[src/hw/rtl/rsl_pkg.sv]
// Shared types and constants for the recency-sorted id list.
// Used by the list cell and the top level; depends on nothing else.
package rsl_pkg;

  localparam int DEPTH_DEF = 16;
  localparam int ID_W      = 64;
  localparam int STAMP_W   = 64;
  localparam int CMD_W     = 2;
  localparam int OCC_OUT_W = 5;

  localparam logic [CMD_W-1:0] CMD_UPDATE = 2'd0;
  localparam logic [CMD_W-1:0] CMD_LOOKUP = 2'd1;
  localparam logic [CMD_W-1:0] CMD_REMOVE = 2'd2;

  // One stored entry of the list.
  typedef struct packed {
    logic        [ID_W-1:0]    id_high;
    logic        [ID_W-1:0]    id_low;
    logic signed [STAMP_W-1:0] stamp;
  } entry_t;

  // What a cell shows to its lower-index neighbor: its own contents.
  typedef struct packed {
    entry_t entry;
    logic   valid;
    logic   older;
  } up_link_t;

  // What a cell hands to its higher-index neighbor: its entry after the
  // matching entry has been taken out, and the chained match and stop flags.
  typedef struct packed {
    entry_t d_entry;
    logic   d_valid;
    logic   stop;
    logic   m_le;
  } dn_link_t;

  typedef enum logic [1:0] {
    OP_KEEP,
    OP_DELETE,
    OP_INSERT
  } op_t;

  // Broadcast from the sequencer to every cell.
  typedef struct packed {
    logic   cmp;
    logic   apply;
    op_t    op;
    entry_t key;
  } ctl_t;

  typedef enum logic [1:0] {
    ST_IDLE,
    ST_COMPARE,
    ST_APPLY
  } state_t;

endpackage

[src/hw/rtl/rsl_cell.sv]
// One slot of the sorted list: holds an entry, compares it with the key and
// shifts entries with its neighbors. Depends on rsl_pkg.
module rsl_cell (
  input  logic              clk,
  input  logic              rst_n,
  input  rsl_pkg::ctl_t     ctl,
  input  rsl_pkg::dn_link_t dn_in,
  output rsl_pkg::dn_link_t dn_out,
  input  rsl_pkg::up_link_t up_in,
  output rsl_pkg::up_link_t up_out
);
  import rsl_pkg::*;

  entry_t entry_r, entry_nxt;
  logic   valid_r, valid_nxt;
  logic   match_r, older_r;
  logic   m_le, d_valid, d_older, stop;
  entry_t d_entry;

  // Contents of this slot once the matching entry is deleted and the gap closed.
  assign m_le    = dn_in.m_le | match_r;
  assign d_entry = m_le ? up_in.entry : entry_r;
  assign d_valid = m_le ? up_in.valid : valid_r;
  assign d_older = m_le ? up_in.older : older_r;
  // Stop flags form a suffix, so the insert point is the first stop.
  assign stop    = !d_valid || d_older;

  assign dn_out = '{d_entry: d_entry, d_valid: d_valid, stop: stop, m_le: m_le};
  assign up_out = '{entry: entry_r, valid: valid_r, older: older_r};

  always_comb begin
    entry_nxt = entry_r;
    valid_nxt = valid_r;
    case (ctl.op)
      OP_DELETE: begin
        entry_nxt = d_entry;
        valid_nxt = d_valid;
      end
      OP_INSERT: begin
        if (dn_in.stop) begin
          entry_nxt = dn_in.d_entry;
          valid_nxt = dn_in.d_valid;
        end else if (stop) begin
          entry_nxt = ctl.key;
          valid_nxt = 1'b1;
        end else begin
          entry_nxt = d_entry;
          valid_nxt = d_valid;
        end
      end
      default: begin
        entry_nxt = entry_r;
        valid_nxt = valid_r;
      end
    endcase
  end

  always_ff @(posedge clk) begin
    if (!rst_n) begin
      valid_r <= 1'b0;
      match_r <= 1'b0;
      older_r <= 1'b0;
    end else begin
      if (ctl.cmp) begin
        match_r <= valid_r && (entry_r.id_high == ctl.key.id_high)
                           && (entry_r.id_low == ctl.key.id_low);
        older_r <= valid_r && (entry_r.stamp < ctl.key.stamp);
      end
      if (ctl.apply) begin
        valid_r <= valid_nxt;
      end
    end
  end

  always_ff @(posedge clk) begin
    if (ctl.apply) begin
      entry_r <= entry_nxt;
    end
  end

endmodule

[config.mk]
export PLATFORM = sky130hd
export DESIGN_NAME = rsl_cell
export DESIGN_NICKNAME = d
export VERILOG_FILES = /design/src/hw/rtl/rsl_pkg.sv /design/src/hw/rtl/rsl_cell.sv
export SDC_FILE = /design/constraint.sdc
export NUM_CORES = 1
export LEC_CHECK = 0
export BUFFER_PORTS_ARGS = -buffer_cell sky130_fd_sc_hd__buf_2
export CAP_MARGIN = 20
export CORE_AREA = 8 8 374 376
export CTS_CLUSTER_DIAMETER = 40
export DETAILED_ROUTE_END_ITERATION = 10
export DIE_AREA = 0 0 382 384
export GPL_ROUTABILITY_DRIVEN = 0
export RECOVER_POWER = 25
export SLEW_MARGIN = 20
export SYNTH_ARGS = -nofsm -noshare
export SYNTH_HDL_FRONTEND = slang
export SYNTH_SLANG_ARGS = --single-unit
[constraint.sdc]
create_clock -name clk -period 13.2 [get_ports clk]
set_input_delay 1.32 -clock clk [delete_from_list [all_inputs] [get_ports clk]]
set_output_delay 1.32 -clock clk [all_outputs]
set_load 0.02 [all_outputs]
After elaboration in Yosys (flattened, before gate mapping):

Index checks and enable logic that the tools add are counted.

* $lt $le $gt $ge: 1
* eq/ne operators: 4
* muxes and demuxes: 9
* bitwise gates (word level): 1
* reduce and logical (&&, ||, !) cells: 7

Operator list (count)
* 192-bit 2-to-1 mux: 3
* 192-bit case mux with 2 select lines: 1
* 64-bit == test: 2
* 64-bit less-than comparator: 1
* 1-bit 2-to-1 mux: 4
* 1-bit logical AND: 3
* 2-bit by 1-bit == test with 1-bit output (second input constant): 1
* 2-bit == test (second input constant): 1
* 1-bit case mux with 2 select lines: 1
* 2-bit AND reduction: 1
* 2-bit nonzero test: 1
* 1-bit zero test: 1
* 1-bit logical OR: 1
* 1-bit bitwise OR: 1

* bits in registers: 195
* input bits: 587
* output and inout port bits: 389
* word-level logic and storage cells: 28

Logic depth before layout (Yosys ltp):

Gate-level depths: netlist of run 1.

* depth after elaboration: 7
* mapped depth: 10
* depth with buffers taken out: 10

Worst setup path before layout of run 1:

OpenSTA, ideal clock, no wires.

* path kind: input port to flip-flop
* start: input port ctl[192] (netlist name)
* end: register valid_r
* setup time: 0.106 ns
* data arrival time: 11.576 ns
* required time: 13.094 ns
* setup slack: 1.518 ns
* stages on the path: 5
* path buffers: 0
* cell sequence: inv_1 > ha_1 > nor2b_1 > o221ai_1 > a21boi_0

* longest elaborated chain between the ends: 3
* elaborated cells between the ends (all ways): 5
* classes of those cells: eq/ne: 2; mux: 1; reduce/logical: 2

Ends and longest elaborated chain
* from (decl): line rsl_cell.sv:6 `input rsl_pkg::ctl_t ctl,`
* 2-bit == test or 2-bit by 1-bit == test with 1-bit output (tied branches): line rsl_cell.sv:34 `case (ctl.op)`
* 2-bit nonzero test (no line)
* 2-bit AND reduction (no line)
* to (signal assigned): line rsl_cell.sv:70 `valid_r <= valid_nxt;`
* to (decl): line rsl_cell.sv:15 `logic valid_r, valid_nxt;`

Parallel ways exist; a longest one is shown, timed or not.
A chain may end at the register's enable or synchronous reset.

==> results.json, run 1 <==
{
  "clock-sinks": 195,
  "route.detailed.drc": 0,
  "start_kind": "input port",
  "crit_type": "in -> out",
  "cp_data_required_time_ps": 11880,
  "max_slew.worst_pin.slew_ps": 2190,
  "cpPeakStageDelay_ps": 540,
  "postCtsSetupBuffers": 0,
  "drt_pass1_iterations": 5,
  "clockRootBuffer": "clkbuf_16",
  "relSlewSlack_pct": -46.1,
  "peakVddDrop_mv": 0.0798,
  "synthSimpleGateAreaFrac_pct": 4.35,
  "r2r_setup_slack_ps": 8400,
  "layout.nets": 3134,
  "crit_family": "buffers and inverters",
  "syn2layout_area_growth_pct": 48.7,
  "syn_nets": 2244,
  "period_needed_ps": 5220,
  "start_util_pct": 11.2,
  "finalSetupTns_ps": 0,
  "final_core_util_pct": 16.7,
  "synthMuxAreaShare_pct": 12.1,
  "end_kind": "primary output",
  "cts_resized": 0,
  "synth_top_area_share_pct": 38.2,
  "cp.arrival_ps": 3900,
  "synthXorXnorAreaFrac_pct": 4.47,
  "grt.overflow.total": 0,
  "final-setup-viol-count": 0,
  "cap_violations": 1,
  "rr_startpoint": "match_r$_SDFFE_PN0P_",
  "portBuffers": 975,
  "synth_compound_area_share_pct": 28.5,
  "avgSynthCellArea_um2": 9.47,
  "ctsHoldBuffers": 0,
  "dieArea_mm2": 0.147,
  "hp-start": "older_r$_SDFFE_PN0P_",
  "io-pin-count": 976,
  "maxSlewViolCount": 21,
  "dp_slack_ps": 7500,
  "wire_per_inst_um": 34.4,
  "hold_slack_ps": 604,
  "yosysWarnings": 0,
  "register_area_mm2": 0.00583,
  "reg2reg_to": "up_out[183]$_DFFE_PP_",
  "num_vias": 19600,
  "min_path_cells": 2,
  "leakage_nw": 8.99,
  "crit_chain": "buf_2 > nor2_4 > buf_12 > inv_2 > buf_4 > buf_4 > o21ai_0 > buf_2",
  "status": "finished, violations left",
  "netlist_area_mm2": 0.0151,
  "max_freq_ghz": 0.191,
  "finalCritPeriodShare_pct": 39.6,
  "die_w_um": 382,
  "yosys.area.top_type": "edfxtp_1",
  "power_density_mw_per_mm2": 101,
  "die-height_um": 384,
  "fin_cells": 4304,
  "drive_gt1_share_pct": 41.5,
  "antenna_found_initial": 106,
  "htree_num_levels": 4,
  "grt_max_degree": 120,
  "synth.ff_latch_count": 195,
  "cts_tree": "done",
  "hold_path_class": "reg -> reg",
  "syn_inst": 1593,
  "clock_latency_ps": 540,
  "seq_area_frac_synth_pct": 38.6,
  "synth_adder_area_share_pct": 5.31,
  "path_buf_inv": 6,
  "clkSlewWorstSetupHoldPaths_ps": 90,
  "fin_skew_ps": 21.2,
  "multiInputGateArea_mm2": 0.00832,
  "final_hold_viol_count": 0,
  "cts_buffer_depth": 2,
  "grt_pass1_wl_mm": 188,
  "synth_top_family_by_area": "compound AO/OA/AOI/OAI gates",
  "critPathMaxFanout": 119,
  "crit_slowest_cell": "buf_12",
  "min_to": "older_r$_SDFFE_PN0P_",
  "rows": 135,
  "grt_usage_pct": 18.9,
  "violations": "max-capacitance violations, max-slew violations",
  "routed_wl_mm": 148,
  "final_cell_mix": "buf_2 (801), o22ai_1 (398), a21oi_1 (211)",
  "antenna_left": 0,
  "first_global_vias": 18600,
  "cts_inserted_buffers": 17,
  "coreArea_mm2": 0.134,
  "num-fill-cells": 15300,
  "synth.distinct_cells": 49,
  "reg2reg_depth": 10,
  "final_common_cell": "buf_2",
  "place_hpwl_mm": 126,
  "place_inst": 4244,
  "worst_slack_ps": 7980,
  "rsz0062_at_grt": "no",
  "viasPerCell": 4.55,
  "dr.first_iter.drc_count": 1946,
  "synth_top_cells_by_area": "edfxtp_1 (38%), o22ai_1 (16%), mux2_2 (12%), a21oi_1 (7.0%), ha_1 (5.3%)"
}
-- logic make-up (layout without fill, tap and decap cells) --
kind of cell    Yosys count  count (layout)
compound gates          715             715
buf+inv                 256            1159
flops                   195             195
mux                     162             162
simple gates            124             124
xor+xnor                 77              77
fa+ha+maj                64              64
other cells               0              27
-- area by class of cell --
| cell class | count | share of cell area [%] |
|---|---|---|
| Clock buffer | 17 | 1.90 |
| Antenna cell | 27 | 0.301 |
| Tap cell | 1781 | 9.93 |
| Clock inverter | 15 | 0.875 |
| Sequential cell | 195 | 26.0 |
| Inverter | 121 | 2.06 |
| Timing Repair Buffer | 1006 | 21.9 |
| Multi-Input combinational cell | 1142 | 37.1 |
-- worst max path at each step --
stage,startpoint,to,slack (ps),cells after the start
floorplan,ctl[192],valid_r$_SDFFE_PN0P_,1520,5
global placement,dn_in[0],up_out[80]$_DFFE_PP_,7600,11
detailed placement,dn_in[0],up_out[162]$_DFFE_PP_,7500,11
CTS,dn_in[0],dn_out[90],8060,8
global route,dn_in[0],dn_out[90],7840,8
finish,dn_in[0],dn_out[146],7980,8
-- metal layers --
layer | GRT usage [%] | wire length, µm | vias to the layer above
met4 | 3.05 | 3320 | 56
met1 | 24.7 | 62900 | 9580
met5 | 0 | 343 | -
met2 | 29.7 | 65300 | 1520
met3 | 7.70 | 16300 | 289
li1 | - | - | 8142
-- Yosys cell counts, drive strengths merged --
cell type	n
buf	44
a21o	15
a211oi	3
nand2b	2
nand3b	1
a21boi	2
nor3	3
o22ai	398
o21ai	39
nor2	8
dfxtp	3
a22oi	3
o2111ai	2
a2111oi	2
inv	121
o221ai	3
o211ai	2
or4	1
nand4	24
nand3	9
a221o	3
xnor2	21
a21oi	211
edfxtp	192
nor2b	4
clkbuf	91
o31a	1
and4	2
nand2	44
nor4	21
and3	3
a221oi	11
mux2	162
a2bb2oi	1
a31oi	2
o2bb2ai	13
or4bb	1
a22o	4
ha	64
xor2	56
nor3b	1
-- stage by stage --
step                      instance area, µm²  power (mW)
after detailed placement               22000        1.68
after global placement                 22000        1.68
after global routing                   22400        2.38
after floorplan                        15100        1.23
final                                  22400        2.27
after CTS                              22600        2.33
-- flip-flops by register name, indices dropped and copies added, names as in the netlist --
signal,cells
older_r,1
match_r,1
valid_r,1
up_out,192
-- tightest hold or removal path: stages (launching register included) --
cell,delay (ps)
dfxtp_1,370
nand3b_1,100
o211ai_1,80
-- power by group --
group	internal [mW]	leakage, nW	switching (mW)	total (mW)
Clock	0.262	0.300	0.349	0.611
Combinational	0.274	6.87	0.577	0.851
Sequential	0.748	1.82	0.0642	0.812
Power figures use the tool's default switching activity.
==> inputs of run 2 (changes only) <==
==> constraint.sdc (replaced) <==
create_clock -name clk -period 5.4 [get_ports clk]
set_input_delay 0.54 -clock clk [delete_from_list [all_inputs] [get_ports clk]]
set_output_delay 0.54 -clock clk [all_outputs]
set_load 0.02 [all_outputs]
==> run 2 against run 1 <==
Clock skew fell by 3.9 ps. Highest routed layer unchanged. Largest power group unchanged. Non-clock buffer count decreased by 3. The run still ends with max-capacitance violations, max-slew violations left. Critical path depth decreased by 3.
==> results.json, run 2 (synthesis results as in run 1) <==
{
  "status": "finished, violations left",
  "violations": "max-capacitance violations, max-slew violations",
  "portBuffers": 975,
  "route.detailed.drc": 0,
  "largest_register_ff_count": 192,
  "critPathMaxFanout": 111,
  "hp-start": "dn_in[154]",
  "viasPerCell": 4.54,
  "end_kind": "register",
  "clock_latency_ps": 530,
  "drive_gt1_share_pct": 46.3,
  "coreArea_mm2": 0.134,
  "layout.nets": 3131,
  "ctsHoldBuffers": 0,
  "cts_resized": 0,
  "max_freq_ghz": 0.232,
  "start_kind": "input port",
  "wire_per_inst_um": 34.5,
  "io-pin-count": 976,
  "clock-sinks": 195,
  "final_hold_viol_count": 0,
  "cp_data_required_time_ps": 5440,
  "grt_pass1_wl_mm": 188,
  "cts_inserted_buffers": 17,
  "cap_violations": 2,
  "max_slew.worst_pin.slew_ps": 3650,
  "power_frac_seq_pct": 35.5,
  "power_frac_comb_pct": 37.6,
  "die_w_um": 382,
  "clkSlewWorstSetupHoldPaths_ps": 110,
  "final_common_cell": "buf_2",
  "grt_max_degree": 148,
  "reg2reg_to": "up_out[156]$_DFFE_PP_",
  "cts_tree": "done",
  "antenna_left": 0,
  "final_core_util_pct": 16.9,
  "num_vias": 19600,
  "dieArea_mm2": 0.147,
  "crit_start": "ctl[192]",
  "drt_pass1_iterations": 6,
  "reg2reg_depth": 8,
  "first_global_vias": 18600,
  "final-setup-viol-count": 0,
  "postCtsSetupBuffers": 0,
  "finalCritPeriodShare_pct": 79.7,
  "leakage_nw": 9.32,
  "p_clk_share_pct": 26.9,
  "place_hpwl_mm": 126,
  "relSlewSlack_pct": -144,
  "start_util_pct": 11.2,
  "finalSetupTns_ps": 0,
  "syn2layout_area_growth_pct": 50.0,
  "dr.first_iter.drc_count": 2129,
  "min_path_cells": 3,
  "antenna_found_initial": 125,
  "grt.overflow.total": 0,
  "peakVddDrop_mv": 0.195,
  "power_density_mw_per_mm2": 247,
  "switching_share_pct": 43.5,
  "htree_num_levels": 4,
  "rows": 135,
  "cp.arrival_ps": 4350,
  "switchingPower_mw": 2.43,
  "rsz0062_at_grt": "no",
  "die-height_um": 384,
  "min_to": "up_out[153]$_DFFE_PP_",
  "crit_type": "in -> reg",
  "routed_wl_mm": 149,
  "maxSlewViolCount": 191,
  "internal_power_mw": 3.17,
  "r2r_setup_slack_ps": 1930,
  "period_needed_ps": 4310,
  "rr_startpoint": "match_r$_SDFFE_PN0P_",
  "cts_buffer_depth": 2,
  "clockRootBuffer": "clkbuf_16",
  "final_cell_mix": "buf_2 (919), o22ai_1 (398), a21oi_1 (211)",
  "grt_usage_pct": 19.1,
  "hold_path_class": "in -> reg",
  "fin_skew_ps": 17.3
}
[run 2: how the worst max path moves through the flow]
| stage | to | slack, ps | depth (start not counted) |
|---|---|---|---|
| 5_1_grt | up_out[89]$_DFFE_PP_ | 950 | 5 |
| 3_5_place_dp | dn_out[1] | 1630 | 8 |
| 4_1_cts | dn_out[1] | 1100 | 7 |
| 2_1_floorplan | valid_r$_SDFFE_PN0P_ | 920 | 5 |
| 6_report | up_out[89]$_DFFE_PP_ | 1090 | 5 |
| 3_3_place_gp | dn_out[1] | 1640 | 8 |
[run 2: per-stage QoR]
stage	setup slack, ps	instances	power, mW	instance area, µm²	hold slack (ps)
3_5_place_dp	1630	4241	4.13	22000	647
6_report	1090	4311	5.60	22600	376
2_1_floorplan	916	1593	2.98	15100	456
5_1_grt	948	4280	5.86	22600	325
4_1_cts	1100	4273	5.71	22600	294
3_3_place_gp	1640	4241	4.12	22000	683
[run 2: power by group through the flow]
stage               sequential [mW]  clock, mW  combinational (mW)
detailed placement             2.01          0                2.13
global placement               2.00          0                2.12
CTS                            1.97       1.60                2.14
finish                         1.99       1.51                2.11
global route                   2.00       1.62                2.24
floorplan                      2.06          0               0.919
[run 2: critical path, cell delays in order]
cell and delay (ps):
buf_2 100, inv_1 50, ha_2 260, nor2b_1 560
clkbuf_2 2450
[run 2: per-layer routing]
layer,wire (µm),up-vias,global-route usage (%)
met5,392,-,0
met4,3140,66,3.31
met3,17400,281,8.51
met2,65800,1439,29.6
met1,61900,9639,24.7
li1,-,8163,-
[run 2: final cells by class]
type | instances | area (µm²)
antenna | 37 | 92.6
clock buffer | 17 | 425
clock inverter | 15 | 196
fill | 15300 | 112000
inverter | 121 | 462
multi-input combinational | 1142 | 8320
sequential | 195 | 5830
tap | 1781 | 2230
timing repair buffer | 1003 | 5080
